[src/rtl/scpb_pkg.sv]
package scpb_pkg;

  // Pixel item as it enters the block.
  typedef struct packed {
    logic [11:0] pix_x;
    logic [11:0] pix_y;
    logic [7:0]  in_red;
    logic [7:0]  in_green;
    logic [7:0]  in_blue;
    logic [7:0]  in_alpha;
  } pix_in_t;

  // Result item.
  typedef struct packed {
    logic [7:0] out_red;
    logic [7:0] out_green;
    logic [7:0] out_blue;
    logic [7:0] out_alpha;
    logic       inside_circle;
  } pix_out_t;

  localparam int unsigned MaxWidth   = 4096;
  localparam int unsigned MaxHeight  = 4096;
  localparam int unsigned SqrtStages = 8;
  localparam int unsigned DivStages  = 8;

  // Configuration register indexes.
  localparam logic [2:0] RegCenterX  = 3'd0;
  localparam logic [2:0] RegCenterY  = 3'd1;
  localparam logic [2:0] RegRadius   = 3'd2;
  localparam logic [2:0] RegColorRed = 3'd3;
  localparam logic [2:0] RegColorGrn = 3'd4;
  localparam logic [2:0] RegColorBlu = 3'd5;
  localparam logic [2:0] RegOpacity  = 3'd6;

  typedef struct packed {
    logic [17:0] rem;
    logic [15:0] root;
  } sqrt_t;

  typedef struct packed {
    logic [7:0]  rem;
    logic [15:0] quo;
  } div_t;

  // One digit of the bitwise square root: brings in two radicand bits.
  function automatic sqrt_t sqrt_step(sqrt_t cur, logic [1:0] bits);
    logic [19:0] shifted;
    logic [19:0] trial;
    sqrt_t       nxt;
    shifted = {cur.rem, bits};
    trial   = {2'b00, cur.root, 2'b01};
    if (shifted >= trial) begin
      nxt.rem  = 18'(shifted - trial);
      nxt.root = {cur.root[14:0], 1'b1};
    end else begin
      nxt.rem  = shifted[17:0];
      nxt.root = {cur.root[14:0], 1'b0};
    end
    return nxt;
  endfunction

  // One digit of restoring division by an 8 bit divisor.
  function automatic div_t div_step(div_t cur, logic bit_in, logic [7:0] divisor);
    logic [8:0] shifted;
    div_t       nxt;
    shifted = {cur.rem, bit_in};
    if (shifted >= {1'b0, divisor}) begin
      nxt.rem = 8'(shifted - {1'b0, divisor});
      nxt.quo = {cur.quo[14:0], 1'b1};
    end else begin
      nxt.rem = shifted[7:0];
      nxt.quo = {cur.quo[14:0], 1'b0};
    end
    return nxt;
  endfunction

  // pix*(1-f) + col*f in Q0.16, truncated, written with one multiply.
  function automatic logic [7:0] mix(logic [7:0] pix, logic [7:0] col, logic [15:0] f);
    logic signed [8:0]  diff;
    logic signed [26:0] prod;
    logic signed [26:0] acc;
    diff = $signed({1'b0, col}) - $signed({1'b0, pix});
    prod = 27'(diff * $signed({1'b0, f}));
    acc  = $signed({3'b000, pix, 16'h0000}) + prod;
    return acc[23:16];
  endfunction

endpackage

[src/rtl/scpb_root_div.sv]
module scpb_root_div (
  input  logic        clk_i,
  input  logic        rst_ni,
  input  logic        valid_i,
  input  logic [15:0] d2_i,
  input  logic [7:0]  radius_i,
  output logic        valid_o,
  output logic [15:0] quo_o
);

  localparam int unsigned NSq  = scpb_pkg::SqrtStages;
  localparam int unsigned NDiv = scpb_pkg::DivStages;

  logic              sq_vld_q [NSq];
  scpb_pkg::sqrt_t   sq_st_q  [NSq];
  logic [15:0]       sq_d2_q  [NSq];
  logic              dv_vld_q [NDiv];
  scpb_pkg::div_t    dv_st_q  [NDiv];
  logic [15:0]       dv_low_q [NDiv];

  // Square root of d2 * 2^16, two result bits per stage.
  for (genvar k = 0; k < NSq; k++) begin : g_sqrt
    scpb_pkg::sqrt_t st_in;
    scpb_pkg::sqrt_t st_mid;
    scpb_pkg::sqrt_t st_d;
    logic [15:0]     d2_in;
    logic            vld_in;
    logic [3:0]      bits;

    if (k == 0) begin : g_first
      assign st_in  = '0;
      assign d2_in  = d2_i;
      assign vld_in = valid_i;
    end else begin : g_next
      assign st_in  = sq_st_q[k-1];
      assign d2_in  = sq_d2_q[k-1];
      assign vld_in = sq_vld_q[k-1];
    end

    if (k < 4) begin : g_hi
      assign bits = d2_in[15-4*k -: 4];
    end else begin : g_lo
      assign bits = 4'h0;
    end

    assign st_mid = scpb_pkg::sqrt_step(st_in, bits[3:2]);
    assign st_d   = scpb_pkg::sqrt_step(st_mid, bits[1:0]);

    always_ff @(posedge clk_i or negedge rst_ni) begin
      if (!rst_ni) begin
        sq_vld_q[k] <= 1'b0;
      end else begin
        sq_vld_q[k] <= vld_in;
      end
    end

    always_ff @(posedge clk_i) begin
      sq_st_q[k] <= st_d;
      sq_d2_q[k] <= d2_in;
    end
  end

  // Division (root << 8) / radius. For items inside the circle the root is
  // below 256 * radius, so the upper root byte is already a valid partial remainder.
  for (genvar j = 0; j < NDiv; j++) begin : g_div
    scpb_pkg::div_t st_in;
    scpb_pkg::div_t st_mid;
    scpb_pkg::div_t st_d;
    logic [15:0]    low_in;
    logic           vld_in;

    if (j == 0) begin : g_first
      assign st_in.rem = sq_st_q[NSq-1].root[15:8];
      assign st_in.quo = 16'h0000;
      assign low_in    = {sq_st_q[NSq-1].root[7:0], 8'h00};
      assign vld_in    = sq_vld_q[NSq-1];
    end else begin : g_next
      assign st_in  = dv_st_q[j-1];
      assign low_in = dv_low_q[j-1];
      assign vld_in = dv_vld_q[j-1];
    end

    assign st_mid = scpb_pkg::div_step(st_in, low_in[15-2*j], radius_i);
    assign st_d   = scpb_pkg::div_step(st_mid, low_in[14-2*j], radius_i);

    always_ff @(posedge clk_i or negedge rst_ni) begin
      if (!rst_ni) begin
        dv_vld_q[j] <= 1'b0;
      end else begin
        dv_vld_q[j] <= vld_in;
      end
    end

    always_ff @(posedge clk_i) begin
      dv_st_q[j]  <= st_d;
      dv_low_q[j] <= low_in;
    end
  end

  assign valid_o = dv_vld_q[NDiv-1];
  assign quo_o   = dv_st_q[NDiv-1].quo;

endmodule

[src/rtl/soft_circle_pixel_blend_unit.sv]
// Soft circle pixel blend unit.
// Blends a soft-edged filled circle into a stream of RGBA pixels. Each input
// item (pix_i) carries a pixel's x,y position and its four channels; it is
// accepted at a rising edge where start is high and busy is low. busy is
// always low, so one item can be accepted in every clock cycle.
// Every item gives exactly one result item on res_o, shown for one cycle
// with res_valid_o high, once it has passed through the pipeline. The
// pipeline is 22 register stages: distance, squares, sum and compare, eight
// square root stages, eight division stages, two multiply stages and the
// final blend. The receiver cannot stall, so no item is ever held back.
// The circle is set through a separate write channel (cfg_valid_i,
// cfg_ready_o, cfg_index_i, cfg_data_i); cfg_ready_o is always high and a
// write to an index beyond the register list is ignored. Registers should
// only be written while no item is in flight.
// Reset clears the pipeline valid bits and returns the registers to their
// defaults: center 0,0, radius 30, black colour, opacity 6554.
module soft_circle_pixel_blend_unit (
  input  logic                clk_i,
  input  logic                rst_ni,
  input  logic                start,
  output logic                busy,
  input  scpb_pkg::pix_in_t   pix_i,
  output logic                res_valid_o,
  output scpb_pkg::pix_out_t  res_o,
  input  logic                cfg_valid_i,
  output logic                cfg_ready_o,
  input  logic [2:0]          cfg_index_i,
  input  logic [15:0]         cfg_data_i
);

  localparam int unsigned SideDepth = scpb_pkg::SqrtStages + scpb_pkg::DivStages;

  // Payload that rides alongside the distance math.
  typedef struct packed {
    logic [7:0] red;
    logic [7:0] green;
    logic [7:0] blue;
    logic [7:0] alpha;
    logic       in_circle;
  } side_t;

  // Configuration registers.
  logic [11:0] center_x_q;
  logic [11:0] center_y_q;
  logic [7:0]  radius_q;
  logic [7:0]  col_r_q;
  logic [7:0]  col_g_q;
  logic [7:0]  col_b_q;
  logic [15:0] opacity_q;

  assign cfg_ready_o = 1'b1;
  assign busy        = 1'b0;

  always_ff @(posedge clk_i or negedge rst_ni) begin
    if (!rst_ni) begin
      center_x_q <= 12'd0;
      center_y_q <= 12'd0;
      radius_q   <= 8'd30;
      col_r_q    <= 8'd0;
      col_g_q    <= 8'd0;
      col_b_q    <= 8'd0;
      opacity_q  <= 16'd6554;
    end else if (cfg_valid_i) begin
      case (cfg_index_i)
        scpb_pkg::RegCenterX:  center_x_q <= cfg_data_i[11:0];
        scpb_pkg::RegCenterY:  center_y_q <= cfg_data_i[11:0];
        scpb_pkg::RegRadius:   radius_q   <= cfg_data_i[7:0];
        scpb_pkg::RegColorRed: col_r_q    <= cfg_data_i[7:0];
        scpb_pkg::RegColorGrn: col_g_q    <= cfg_data_i[7:0];
        scpb_pkg::RegColorBlu: col_b_q    <= cfg_data_i[7:0];
        scpb_pkg::RegOpacity:  opacity_q  <= cfg_data_i;
        default: ;
      endcase
    end
  end

  // Stage 1: absolute distances and the frame bounds check.
  logic        s1_vld_q, s2_vld_q, s3_vld_q;
  logic [11:0] dx_q, dy_q;
  logic        s1_ok_q, s2_ok_q;
  scpb_pkg::pix_in_t s1_pix_q, s2_pix_q;
  logic        accept;
  logic [11:0] dx_d, dy_d;
  logic        ok_d;

  assign accept = start && !busy;
  assign dx_d = (pix_i.pix_x >= center_x_q) ? pix_i.pix_x - center_x_q
                                            : center_x_q - pix_i.pix_x;
  assign dy_d = (pix_i.pix_y >= center_y_q) ? pix_i.pix_y - center_y_q
                                            : center_y_q - pix_i.pix_y;
  assign ok_d = (32'(pix_i.pix_x) < 32'(scpb_pkg::MaxWidth)) &&
                (32'(pix_i.pix_y) < 32'(scpb_pkg::MaxHeight));

  // Stage 2: squares. Stage 3: sum and compare with radius squared.
  logic [23:0] dx2_q, dy2_q;
  logic [15:0] r2_q;
  logic [24:0] d2_sum;
  logic [15:0] d2_q;
  side_t       s3_side_q;

  assign d2_sum = {1'b0, dx2_q} + {1'b0, dy2_q};

  always_ff @(posedge clk_i or negedge rst_ni) begin
    if (!rst_ni) begin
      s1_vld_q <= 1'b0;
      s2_vld_q <= 1'b0;
      s3_vld_q <= 1'b0;
    end else begin
      s1_vld_q <= accept;
      s2_vld_q <= s1_vld_q;
      s3_vld_q <= s2_vld_q;
    end
  end

  always_ff @(posedge clk_i) begin
    dx_q      <= dx_d;
    dy_q      <= dy_d;
    s1_ok_q   <= ok_d;
    s1_pix_q  <= pix_i;
    dx2_q     <= dx_q * dx_q;
    dy2_q     <= dy_q * dy_q;
    r2_q      <= radius_q * radius_q;
    s2_ok_q   <= s1_ok_q;
    s2_pix_q  <= s1_pix_q;
    // A zero radius gives r2 of zero, so nothing is inside.
    d2_q                <= d2_sum[15:0];
    s3_side_q.red       <= s2_pix_q.in_red;
    s3_side_q.green     <= s2_pix_q.in_green;
    s3_side_q.blue      <= s2_pix_q.in_blue;
    s3_side_q.alpha     <= s2_pix_q.in_alpha;
    s3_side_q.in_circle <= s2_ok_q && (d2_sum < {9'd0, r2_q});
  end

  // Stages 4 to 19: distance over radius in Q0.16.
  logic        rd_vld;
  logic [15:0] quo;

  scpb_root_div u_root_div (
    .clk_i    (clk_i),
    .rst_ni   (rst_ni),
    .valid_i  (s3_vld_q),
    .d2_i     (d2_q),
    .radius_i (radius_q),
    .valid_o  (rd_vld),
    .quo_o    (quo)
  );

  // Side payload delay matching the root and division stages.
  side_t side_q [SideDepth];

  for (genvar i = 0; i < SideDepth; i++) begin : g_side
    if (i == 0) begin : g_first
      always_ff @(posedge clk_i) begin
        side_q[i] <= s3_side_q;
      end
    end else begin : g_next
      always_ff @(posedge clk_i) begin
        side_q[i] <= side_q[i-1];
      end
    end
  end

  // Stage 20: (1 - q)^2. Stage 21: times opacity. Stage 22: blend.
  logic        s20_vld_q, s21_vld_q, res_vld_q;
  logic [16:0] m;
  logic [33:0] mm;
  logic [16:0] sq_q;
  logic [32:0] fp;
  logic [15:0] f_q;
  side_t       s20_side_q, s21_side_q;
  scpb_pkg::pix_out_t res_q;

  assign m  = 17'h10000 - {1'b0, quo};
  assign mm = m * m;
  assign fp = sq_q * opacity_q;

  always_ff @(posedge clk_i or negedge rst_ni) begin
    if (!rst_ni) begin
      s20_vld_q <= 1'b0;
      s21_vld_q <= 1'b0;
      res_vld_q <= 1'b0;
    end else begin
      s20_vld_q <= rd_vld;
      s21_vld_q <= s20_vld_q;
      res_vld_q <= s21_vld_q;
    end
  end

  always_ff @(posedge clk_i) begin
    sq_q       <= mm[32:16];
    s20_side_q <= side_q[SideDepth-1];
    f_q        <= fp[31:16];
    s21_side_q <= s20_side_q;
    res_q.out_alpha     <= s21_side_q.alpha;
    res_q.inside_circle <= s21_side_q.in_circle;
    if (s21_side_q.in_circle) begin
      res_q.out_red   <= scpb_pkg::mix(s21_side_q.red, col_r_q, f_q);
      res_q.out_green <= scpb_pkg::mix(s21_side_q.green, col_g_q, f_q);
      res_q.out_blue  <= scpb_pkg::mix(s21_side_q.blue, col_b_q, f_q);
    end else begin
      res_q.out_red   <= s21_side_q.red;
      res_q.out_green <= s21_side_q.green;
      res_q.out_blue  <= s21_side_q.blue;
    end
  end

  assign res_valid_o = res_vld_q;
  assign res_o       = res_q;

endmodule

[config.mk]
export PLATFORM = sky130hd
export DESIGN_NAME = soft_circle_pixel_blend_unit
export DESIGN_NICKNAME = d
export VERILOG_FILES = /design/src/rtl/scpb_pkg.sv /design/src/rtl/scpb_root_div.sv /design/src/rtl/soft_circle_pixel_blend_unit.sv
export SDC_FILE = /design/constraint.sdc
export NUM_CORES = 2
export LEC_CHECK = 0
export BUFFER_PORTS_ARGS = -buffer_cell sky130_fd_sc_hd__buf_2
export CORE_ASPECT_RATIO = 0.8
export CORE_MARGIN = 8
export CORE_UTILIZATION = 55
export DETAILED_ROUTE_END_ITERATION = 7
export GPL_ROUTABILITY_DRIVEN = 0
export PLACE_DENSITY = 0.71
export SYNTH_ARGS = -nofsm -noshare
export SYNTH_HDL_FRONTEND = slang
export SYNTH_HIERARCHICAL = 1
export SYNTH_SLANG_ARGS = --single-unit
[constraint.sdc]
create_clock -name clk_i -period 13 [get_ports clk_i]
set_input_delay 2.6 -clock clk_i [delete_from_list [all_inputs] [get_ports clk_i]]
set_output_delay 2.6 -clock clk_i [all_outputs]
set_load 0.03 [all_outputs]
# After elaboration in Yosys (flattened, before gate mapping)

Memories as Yosys holds them, arrays and structs flattened. A register that Yosys moved wholly into a read port is not among the register bits.
Index checks and enable logic that the tools add are counted.

Bits of input ports: 79
Logic and storage cells: 201
Memories kept: 5
Register bits: 394
Memory bits (writable): 1,248

Multiplexer cells: 35
$lt $le $gt $ge: 35
Add/subtract/negate cells: 44
Eq/ne operators: 6
Reduce and logical (&&, ||, !) cells: 8
$mul: 8

Memories:

| name                | words | width | rd ports | clocked after Yosys merged registers in | wr ports | RTL line                            | text |
|---|---|---|---|---|---|---|---|
| side_q              | 16    | 33    | 16       | 1                                       | 16       | soft_circle_pixel_blend_unit.sv:149 | `side_t side_q [SideDepth];` |
| u_root_div.sq_st_q  | 8     | 34    | 8        | 0                                       | 8        | scpb_root_div.sv:15                 | `scpb_pkg::sqrt_t sq_st_q [NSq];` |
| u_root_div.dv_st_q  | 8     | 24    | 8        | 0                                       | 8        | scpb_root_div.sv:18                 | `scpb_pkg::div_t dv_st_q [NDiv];` |
| u_root_div.dv_low_q | 8     | 16    | 7        | 0                                       | 8        | scpb_root_div.sv:19                 | `logic [15:0] dv_low_q [NDiv];` |
| u_root_div.sq_d2_q  | 8     | 16    | 7        | 0                                       | 8        | scpb_root_div.sv:16                 | `logic [15:0] sq_d2_q [NSq];` |

Operators with widths:

| operator                                             | count |
|---|---|
| 2-to-1 mux 34 bit                                    | 16 |
| 2-to-1 mux 24 bit                                    | 17 |
| >= comparator 20 x 18 -> 1 bit                       | 15 |
| subtractor 18 bit                                    | 15 |
| >= comparator 9 x 8 -> 1 bit                         | 16 |
| subtractor 8 bit                                     | 16 |
| adder 24 bit                                         | 3 |
| multiplier 9 x 17 -> 24 bit                          | 3 |
| multiplier 12 x 12 -> 24 bit                         | 2 |
| subtractor 12 bit                                    | 4 |
| multiplier 17 x 17 -> 33 bit                         | 1 |
| multiplier 17 x 16 -> 32 bit                         | 1 |
| subtractor 8 x 8 -> 9 bit                            | 3 |
| adder 24 x 24 -> 25 bit                              | 1 |
| less-than comparator 25 x 16 -> 1 bit                | 1 |
| >= comparator 12 bit                                 | 2 |
| 2-to-1 mux 12 bit                                    | 2 |
| subtractor 17 x 16 -> 17 bit (first input constant)  | 1 |
| multiplier 8 x 8 -> 16 bit                           | 1 |
| AND reduction 2 bit                                  | 7 |
| equality test 3 bit (second input constant)          | 3 |
| equality test 3 x 2 -> 1 bit (second input constant) | 2 |
| equality test 3 x 1 -> 1 bit (second input constant) | 1 |
| zero test 3 bit                                      | 1 |
| 2 further kinds                                      | 2 |

# Logic depth before layout (Yosys ltp)

An unclocked memory read counts as a cell.

Depth in word-level cells: 5
Depth in mapped cells: 32
Mapped depth without buffers: 30

# By module

Netlist, hierarchy kept.

Modules (own cells, without submodules):

| module                       | area each (um^2) | cells an instance | instances |
|---|---|---|---|
| soft_circle_pixel_blend_unit | 62,019.5         | 5,835             | 1 |
| scpb_root_div                | 21,996.1         | 2,432             | 1 |

# Least setup slack after synthesis

No wires, ideal clock.

Kind: register to register
Start point: mem u_root_div/dv_st_q[1][72] (netlist bit)
End point: reg sq_q[16]
Buffers on the path: 2
Setup time: 72 ps
Data arrival time: 7,201 ps
Path slack: 5,727 ps
Cell stages (with the launch flop): 29
Data required time: 12,928 ps
Cell sequence: dfxtp_1 > buf_4 > clkbuf_1 > clkinv_1 > ha_1 > nand3b_1 > or3_1 > or4_4 > xnor2_4 > inv_4 > nand2_1 > fa_1 > fa_1 > fa_1 > inv_1 > fa_1 > fa_1 > inv_1 > fa_1 > inv_1 > ha_1 > a21oi_1 > nand2_1 > or3_1 > o211ai_1 > nand2_1 > a31o_2 > o41ai_1 > xnor2_1

RTL lines:

| what                   | RTL line                            | text |
|---|---|---|
| start: declaration     | scpb_root_div.sv:18                 |  |
| end signal: assignment | soft_circle_pixel_blend_unit.sv:190 | `sq_q <= mm[32:16];` |
| end: declaration       | soft_circle_pixel_blend_unit.sv:167 | `logic [16:0] sq_q;` |

# Worst setup path in the final report

Start point: reg s21_side_q[18] (netlist bit)
End point: reg res_q (netlist bit res_o[24])

Word-level cells in the longest chain between the ends: 4

Ends and longest elaborated chain:

| what                        | RTL line                            | text |
|---|---|---|
| start: declaration          | soft_circle_pixel_blend_unit.sv:170 | `side_t s20_side_q, s21_side_q;` |
| start signal: assignment    | soft_circle_pixel_blend_unit.sv:193 | `s21_side_q <= s20_side_q;` |
| subtractor 8 x 8 -> 9 bit   | scpb_pkg.sv:83                      | `diff = $signed({1'b0, col}) - $signed({1'b0, pix});` |
| multiplier 9 x 17 -> 24 bit | scpb_pkg.sv:84                      | `prod = 27'(diff * $signed({1'b0, f}));` |
| adder 24 bit *              | scpb_pkg.sv:85                      | `acc = $signed({3'b000, pix, 16'h0000}) + prod;` |
| 2-to-1 mux 24 bit *         | soft_circle_pixel_blend_unit.sv:196 | `if (s21_side_q.in_circle) begin` |
| end: declaration            | soft_circle_pixel_blend_unit.sv:171 | `scpb_pkg::pix_out_t res_q;` |

Every way passes the cells marked *; elsewhere a longest branch is shown, timed or not.
A chain may end at the register's enable or synchronous reset.

==> impl_metrics.tcl <==
set metrics [dict create \
    critPathSlowestCell "xnor2_1" \
    nNetsFinal 10223 \
    start_kind "flop" \
    drive_gt1_share_pct 7.72 \
    antenna_found_initial 7 \
    port_buffers 112 \
    period_minus_slack_ns 8.27 \
    syn-instance-count 8267 \
    async_flop_share_pct 7.22 \
    critPathMaxFanout 16 \
    die_y_um 366 \
    synth_seq_area_share_pct 31.6 \
    min_period_over_period_pct 63.6 \
    synth-compound-area-share_pct 7.34 \
    outcome "complete, no violations" \
    clockRootBuffer "clkbuf_16" \
    route.detailed.drc 0 \
    endpoint_kind "flop" \
    grt_use_total_pct 21.4 \
    met1_usage_pct 29.6 \
    die_w_um 453 \
    grt_pass1_vias 58097 \
    dp_hpwl_um 135000 \
    clockBufferDepth 3 \
    postRouteAntennaNets 0 \
    cts_setup_buffers 0 \
    cts_buffers 130 \
    crit_path_frequent_cell "fa_1" \
    synth_top_family_by_area "adder cells" \
    grt_max_degree 67 \
    ys_ff_latch 1302 \
    cts_num_sinks 1302 \
    grt_remaining_overflow 0 \
    synthMuxAreaShare_pct 3.02 \
    final_hold_viol_count 0 \
    final-max-slew-violation-count 0 \
    cp_slowest_stage_delay_ns 0.94 \
    crit_type "flop to flop" \
    holdWs_ns 0.288 \
    synthSimpleGateAreaFrac_pct 12.2 \
    synth_area_um2 84000 \
    cts_resized 0 \
    setup_tns_ns 0 \
    totalWireLength_um 173000 \
    start_util_pct 55.3 \
    tightest_slew_ns 1.22 \
    rrSetupSlack_ns 4.73 \
    synth-main-ff-cell "dfxtp_1" \
    ys_warn_count 6 \
    cts_tree "yes" \
    post_drt_wl_per_cell_um 16.5 \
    relSlewSlack_pct 18.3 \
    arrival_ns 8.87 \
    area_growth_pct 8.67 \
    coreArea_um2 152000 \
    dr.first_iter.drc_count 3368 \
    syn_avg_cell_area_um2 10.2 \
    path_clk_slew_ns 0.06 \
    busiest_layer "met2" \
    worst_ep_required_time_ns 13.60 \
    fillers 12531 \
    final-setup-viol-count 0 \
    cap_violations 0 \
    ioPinCount 115 \
    use_met2_pct 34.5 \
    grt_setup_unrepaired "false" \
    gr-usage-met3_pct 3.21 \
    synth_edf_count 0 \
    num_rows 128 \
    postCtsHoldBufs 0 \
    grt_pass1_wl_um 294000 \
    htree_levels 4 \
    die_area_um2 166000 \
    first_pass_iters 6 \
    clock_latency_ns 0.76 \
    synthAdderAreaFrac_pct 34.6 \
    vias 55032 \
    dp.cells 10258 \
    skew_ns 0.0537 \
    via_per_inst 5.24 \
    synth-xor-area-share_pct 4.14 \
    finalNonFillerCells 10500 \
    min_path_type "flop to flop" \
    max_freq_ghz 0.121 \
    synthDistinctLibCells 99 \
]
critical path: cells and delay by family (launching register included):
kind / cells / cell delay [ns]
adders and majority gates: 7 / 3.17
buffers and inverters: 4 / 0.24
muxes: 1 / 0.09
DFF: 1 / 0.35
and+or+nand+nor: 3 / 0.42
AOI/OAI and AO/OA: 11 / 2.74
xor gates and xnor gates: 2 / 1.12
stage by stage:
stage                     utilization (%)  setup WS [ns]  area [um2]
after floorplan                         -           5.73       84100
after global placement               57.1           4.94       86800
after detailed placement             57.1           4.82       86800
after CTS                            60.1           4.80       91300
after global routing                 60.1           4.09       91300
final                                60.1           4.73       91300
area by class of cell:
cell class              instances  area (um2)  area share [%]
diodes                          5        12.5          0.0137
clock buffers                 183        3770            4.13
clock inverters                54         766           0.839
inverters                    1362        5120            5.60
multi-input cells            5408       51600            56.5
flip-flops and latches       1302       26600            29.1
well taps                    2015        2520            2.76
repair buffers                171        1010            1.10
kinds of logic after synthesis:
logic type | count (synthesis)
flip-flops | 1302
other | 3
multiplexers | 230
adder cells (fa/ha/maj) | 1770
buffers and inverters | 1570
AND/OR/NAND/NOR | 2029
XOR/XNOR | 393
AO/OA/AOI/OAI | 970
final timing paths:
| check | start | endpoint | cells past startpoint |
|---|---|---|---|
| hold reg to reg | side_q[5][28]$_DFF_P_ | side_q[6][28]$_DFF_P_ | 0 |
| min in group asynchronous | rst_ni | center_x_q[9]$_DFFE_PN0P_ | 1 |
| setup / recovery | s21_side_q[18]$_DFF_P_ | res_o[24]$_DFF_P_ | 28 |
| setup reg to reg | s21_side_q[18]$_DFF_P_ | res_o[24]$_DFF_P_ | 28 |
| hold / removal | side_q[5][28]$_DFF_P_ | side_q[6][28]$_DFF_P_ | 0 |
| max in group asynchronous | rst_ni | col_g_q[7]$_DFFE_PN0P_ | 2 |
routing by layer:
layer | vias to the layer above | part of all wire (%)
met5 | - | 0.015
met1 | 27019 | 46
li1 | 26453 | -
met2 | 1256 | 45
met4 | 4 | 3.7
met3 | 300 | 5.1
cells in the mapped netlist, types with 42 or more instances:
master / n / area, um2
o21a_1: 60 / 450
and2_1: 455 / 2850
mux2i_1: 45 / 450
inv_1: 1353 / 5080
a21oi_1: 256 / 1280
clkbuf_1: 181 / 679
a21boi_0: 42 / 315
fa_1: 917 / 18400
o21ai_0: 263 / 1320
dfrtp_1: 83 / 2080
xnor2_1: 241 / 2110
mux2_2: 184 / 2070
ha_1: 852 / 10700
dfxtp_1: 1208 / 24200
nor3_1: 72 / 360
nor2b_1: 89 / 557
nand2_1: 572 / 2150
nand2b_1: 148 / 926
nor2_1: 401 / 1510
a21o_1: 111 / 833
xor2_1: 150 / 1310
nand3_1: 65 / 325
state kept, by name, indices dropped and copies added, names as in the netlist, 23 cells and up:
signal / flops
side_q: 528
u_root_div/sq_d2_q: 24
u_root_div/sq_st_q: 186
u_root_div/dv_st_q: 128
s3_side_q: 33
dy2_q: 23
s21_side_q: 33
dx2_q: 23
s20_side_q: 33
s1_pix_q: 32
s2_pix_q: 32
res_o: 33
layout by cell type (no fill, tap or decap), types with 42 or more instances in the layout:
cell / netlist / final
nor2_1: 401 / 401
buf_4: 19 / 60
nor3_1: 72 / 71
buf_2: 6 / 111
a21o_1: 111 / 111
ha_1: 852 / 852
dfrtp_1: 83 / 83
nand2_1: 572 / 572
o21ai_0: 263 / 263
nand2b_1: 148 / 148
mux2_2: 184 / 184
o21a_1: 60 / 60
xnor2_1: 241 / 240
nor2b_1: 89 / 89
clkbuf_16: 0 / 135
a21boi_0: 42 / 42
inv_1: 1353 / 1353
dfxtp_1: 1208 / 1207
and2_1: 455 / 455
xor2_1: 150 / 150
a21oi_1: 256 / 256
nand3_1: 65 / 65
mux2i_1: 45 / 45
fa_1: 917 / 917
Power is not shown: default switching activity piles up to over one toggle a cycle in this logic, so the estimate is an artifact.
